### config.mk
export PLATFORM = sky130hd
export DESIGN_NAME = gcd_sqrt
export DESIGN_NICKNAME = d
export VERILOG_FILES = /design/src/rtl/core/gcd_pkg.sv /design/src/rtl/core/gcd_sqrt.sv
export VERILOG_INCLUDE_DIRS = /design/src /design/src/rtl/core
export SDC_FILE = /design/constraint.sdc
export NUM_CORES = 2
export LEC_CHECK = 0
export BUFFER_PORTS_ARGS = -buffer_cell sky130_fd_sc_hd__buf_4
export CAP_MARGIN = 0
export CORE_MARGIN = 2
export CORE_UTILIZATION = 46
export CTS_CLUSTER_SIZE = 12
export DETAILED_ROUTE_END_ITERATION = 12
export GPL_TIMING_DRIVEN = 0
export MAX_ROUTING_LAYER = met4
export SLEW_MARGIN = 5
export SYNTH_ARGS = -nofsm -noshare
export SYNTH_HDL_FRONTEND = slang
export SYNTH_SLANG_ARGS = --single-unit
### constraint.sdc
create_clock -name clk -period 4.76 [get_ports clk]
set_input_delay 0.238 -clock clk [delete_from_list [all_inputs] [get_ports clk]]
set_output_delay 0.238 -clock clk [all_outputs]
set_load 0.01 [all_outputs]
### src/rtl/core/assert_macros.svh
`ifndef ASSERT_MACROS_SVH
`define ASSERT_MACROS_SVH

// implication in the same cycle, checked out of reset
`define GCD_ASSERT_IMP(label, a, b) \
    label: assert property (@(posedge clk) disable iff (!rst_n) (a) |-> (b)) \
        else $error("gcd assertion failed");

// implication in the next cycle, checked out of reset
`define GCD_ASSERT_NXT(label, a, b) \
    label: assert property (@(posedge clk) disable iff (!rst_n) (a) |=> (b)) \
        else $error("gcd assertion failed");

`endif

### src/rtl/core/gcd_pkg.sv
`timescale 1ns / 1ps

package gcd_pkg;

    localparam int CORDIC_STAGES = 24;
    localparam int SQRT_STEPS    = 32;

    // q1.30 sine, cosine and products
    localparam int QW  = 32;
    // rotation datapath and angle accumulator
    localparam int RW  = 34;
    localparam int RZW = 34;
    // atan2 arguments, vectoring datapath and angle accumulator
    localparam int AW  = 33;
    localparam int VW  = 36;
    localparam int VZW = 34;
    localparam int SW  = 64;

    localparam logic [30:0] ONE_Q30 = 31'd1073741824;
    localparam logic signed [RW-1:0] ROT_GAIN = RW'(652032874);
    localparam logic [31:0] HALF_TURN = 32'h8000_0000;
    localparam logic [31:0] QUARTER_TURN = 32'h4000_0000;

    // atan(2^-i) in binary-angle units
    localparam logic [31:0] ATAN_TAB [32] = '{
        32'd536870912, 32'd316933406, 32'd167458907, 32'd85004756,
        32'd42667331,  32'd21354465,  32'd10679838,  32'd5340245,
        32'd2670163,   32'd1335087,   32'd667544,    32'd333772,
        32'd166886,    32'd83443,     32'd41722,     32'd20861,
        32'd10430,     32'd5215,      32'd2608,      32'd1304,
        32'd652,       32'd326,       32'd163,       32'd81,
        32'd41,        32'd20,        32'd10,        32'd5,
        32'd3,         32'd1,         32'd1,         32'd0
    };

    function automatic logic signed [QW-1:0] mulq(
        input logic signed [QW-1:0] a,
        input logic signed [QW-1:0] b
    );
        logic signed [2*QW-1:0] p;
        p = a * b;
        return p[QW+29:30];
    endfunction

endpackage

### src/rtl/core/gcd_sqrt.sv
`timescale 1ns / 1ps
`include "assert_macros.svh"

module gcd_sqrt
    import gcd_pkg::*;
(
    input  logic        clk,
    input  logic        rst_n,
    input  logic        en,
    input  logic        in_vld,
    input  logic [30:0] in_val,
    output logic        out_vld,
    output logic [31:0] out_root
);

    logic [SW-1:0] n_reg [SQRT_STEPS];
    logic [SW-1:0] res_reg [SQRT_STEPS];
    logic          vld_reg [SQRT_STEPS];

    logic [SW-1:0] n_in [SQRT_STEPS];
    logic [SW-1:0] res_in [SQRT_STEPS];
    logic          vld_in [SQRT_STEPS];

    // one result bit per stage, restoring
    for (genvar k = 0; k < SQRT_STEPS; k++)
    begin : g_step
        localparam logic [SW-1:0] BITV = SW'(1) << (2 * SQRT_STEPS - 2 - 2 * k);
        logic [SW-1:0] trial;

        if (k == 0)
        begin : g_first
            assign n_in[k]   = SW'(in_val) << 30;
            assign res_in[k] = '0;
            assign vld_in[k] = in_vld;
        end
        else
        begin : g_next
            assign n_in[k]   = n_reg[k-1];
            assign res_in[k] = res_reg[k-1];
            assign vld_in[k] = vld_reg[k-1];
        end

        assign trial = res_in[k] + BITV;

        always_ff @(posedge clk or negedge rst_n)
        begin
            if (!rst_n)
            begin
                vld_reg[k] <= 1'b0;
            end
            else if (en)
            begin
                vld_reg[k] <= vld_in[k];
            end
        end

        always_ff @(posedge clk)
        begin
            if (en)
            begin
                if (n_in[k] >= trial)
                begin
                    n_reg[k]   <= n_in[k] - trial;
                    res_reg[k] <= (res_in[k] >> 1) + BITV;
                end
                else
                begin
                    n_reg[k]   <= n_in[k];
                    res_reg[k] <= res_in[k] >> 1;
                end
            end
        end
    end

    assign out_vld  = vld_reg[SQRT_STEPS-1];
    assign out_root = res_reg[SQRT_STEPS-1][31:0];

    // input never exceeds one in q1.30, so neither may its root
    `GCD_ASSERT_IMP(a_root_max, out_vld, out_root <= QUARTER_TURN)

endmodule
==> impl_metrics.ini <==
[outcome]
outcome = finished, final reports clean

[drt]
via_per_inst = 5.54
antenna_left = 0
dr.pass1.iters = 6
route.detailed.drc = 0
routed_wl_um = 232000
drt-wirelength-per-cell_um = 20.3
drt_iter0_markers = 4474
dr_total_vias = 63500

[timing]
hold_ws_ps = 77.6
skew_ps = 58.0
rsz0062_at_grt = false
min_period_ps = 4560
slew_headroom = 0.0856
setup_viol_count_final = 0
max_slew.worst_pin.slew_ps = 1360
fin_crit_sh = 0.957
setup_ws_ps = 202
clock.fmax_mhz = 219
final_max_slew_viol_count = 0
hold_viol_final = 0

[place]
place_congestion = 0.945
hpwl_um = 181000
place.port_buffers = 67
pre_cts_slack_ps = -751

[power_and_ir_drop]
power.leakage_uw = 0.0409
cellPowerDensity_nw_per_um2 = 466
ir_worst_vdd_mv = 0.397
power_uw = 49600

[setup_path]
path_class = flip-flop to flip-flop
worstPathMaxFanout = 10
cp.required_ps = 5360
cp-end-kind = flip-flop
startpoint_type = flip-flop
worstPathArrival_ps = 5160

[job]
cap_violations = 0

[floorplanning]
core_area_um2 = 205000
start_util = 0.464
die_height_um = 459
rows = 166
dieWidth_um = 459
die_area_um2 = 210000
pin_count = 68

[final_layout]
area_growth_pct = 12.0
largest_reg_flops = 1249
drive_above_1_share = 0.0652
n_fill_cell = 17700
nets = 9201

[synthesis]
synth_edf_count = 1776
netlist_area_um2 = 95100
postSynthAreaPerCell_um2 = 11.5
synthArstFlopShare = 0.0177
ys_seq_elements = 1808
synth-seq-area-share = 0.569
synthCells = 8294
ys.flop_type = edfxtp_1
synth_nets = 8869
synth_cell_types = 93
synth_warnings = 0

[clocking]
worstSkewPairLatency_ps = 870
htree_num_levels = 4
clk_path_buf_depth = 3
tritoncts = yes
clockRootBuffer = clkbuf_16
path_clk_slew_ps = 60
cts_inserted_buffers = 196
cts.sinks = 1808

[global_route]
grt-ovfl-total = 0
track_usage = 0.227
grt_pass1_vias = 63000
grt_max_degree = 72
grt_pass1_wl_um = 359000
antenna_found_initial = 11

[min_path]
min_path_type = input port to flip-flop
[metrics by stage]
step	utilization	instance area [µm²]	cells	setup TNS, ps
floorplan	-	95100	8294	0
global placement	0.483	99000	11000	-3315310
detailed placement	0.486	99700	11100	-88100
CTS	0.519	106000	11500	0
global route	0.520	107000	11500	0
finish	0.520	107000	11500	0
[worst paths after layout]
path,start,to,slack (ps),depth (start not counted)
min,in_val[2],n_reg[0][32]$_DFFE_PP_,80,2
min reg2reg,n_reg[0][678]$_DFFE_PP_,n_reg[0][742]$_DFFE_PP_,410,0
max in group asynchronous,rst_n,vld_in[12]$_DFFE_PN0P_,4160,4
max,res_reg[1][836]$_DFFE_PP_,n_reg[1][954]$_DFFE_PP_,200,15
max reg2reg,res_reg[1][836]$_DFFE_PP_,n_reg[1][954]$_DFFE_PP_,200,15
min in group asynchronous,rst_n,vld_in[1]$_DFFE_PN0P_,430,4
[cells by family after synthesis]
| kind of cell | count (synthesis) | share of synthesized area |
|---|---|---|
| adders and majority gates | 540 | 0.0722 |
| DFF | 1808 | 0.569 |
| xor gates and xnor gates | 848 | 0.0781 |
| muxes | 79 | 0.00925 |
| AOI/OAI and AO/OA | 1705 | 0.110 |
| and+or+nand+nor | 2439 | 0.126 |
| buffers and inverters | 875 | 0.0350 |
[layout by cell type (no fill, tap or decap), types with 83 or more instances in the layout]
cell type and instances:
edfxtp_1 1776, nand2_1 746, inv_1 657, o21ai_0 548
ha_1 525, nor2_1 517, xor2_1 495, a21oi_1 470
xnor2_1 353, nor3_1 241, a21o_1 217, clkbuf_16 197
clkbuf_1 193, nor4_1 179, nand3_1 130, or3_1 97
nand4_1 95, nand2b_1 85, o21a_1 83
[cells in the mapped netlist (59+ instances only)]
cell	instances	area, µm²
a21o_1	217	1630
or3_1	97	607
nand2b_1	85	532
or4_1	59	443
ha_1	525	6570
nor2b_1	67	419
mux2_2	71	800
nor4_1	180	1130
o21ai_0	548	2740
nand3_1	130	651
nand2_1	746	2800
nand4_1	95	594
nor3_1	242	1210
xor2_1	495	4340
nor2_1	517	1940
clkbuf_1	190	713
edfxtp_1	1776	53300
a21oi_1	470	2350
o21a_1	83	623
xnor2_1	353	3090
inv_1	657	2470
[report_power, final]
group / switching (µW) / leakage [µW] / internal (µW)
Combinational: 7170 / 0.0206 / 4820
Sequential: 1940 / 0.0172 / 20700
Clock: 6390 / 0.00308 / 8630
Total: 15500 / 0.0409 / 34100
[routing by layer]
layer | track usage | share of wire | up-vias
met3 | 0.0326 | 0.042 | 533
met1 | 0.266 | 0.41 | 30400
met4 | 0.102 | 0.047 | 0
li1 | - | - | 31000
met5 | - | 0 | -
met2 | 0.386 | 0.50 | 1507
[final cells by class]
class | instances | area [µm²] | area share
diodes | 4 | 10.0 | 0.0000940
plain buffers | 215 | 930 | 0.00873
clock buffers | 236 | 5100 | 0.0478
clock inverters | 109 | 1280 | 0.0120
inverters | 660 | 2480 | 0.0233
multi-input cells | 5611 | 37700 | 0.354
flip-flops and latches | 1808 | 54100 | 0.508
well taps | 2688 | 3360 | 0.0316
repair buffers | 134 | 1520 | 0.0142
[repair_timing]
| action | 4_1_cts | 5_1_grt |
|---|---|---|
| setup buffers | 0 | 2 |
| resized for setup | 1 | 13 |
| hold buffers | 38 | 0 |
| pin swaps | 0 | 1 |
| setup endpoints to repair | 4 | 95 |
| hold endpoints to repair | 97 | 0 |
[critical path, cell delays in order, from the launching register on]
cell	delay, ps
edfxtp_1	410
inv_1	80
ha_1	180
inv_1	70
fa_1	400
nand2b_1	200
a21oi_1	280
o211ai_1	230
a31oi_1	280
o22ai_1	270
o41a_1	440
buf_4	210
a311oi_2	410
nand2_1	300
nor4b_1	410
xor2_1	110
No activity file was read; power rests on OpenSTA's default activity.
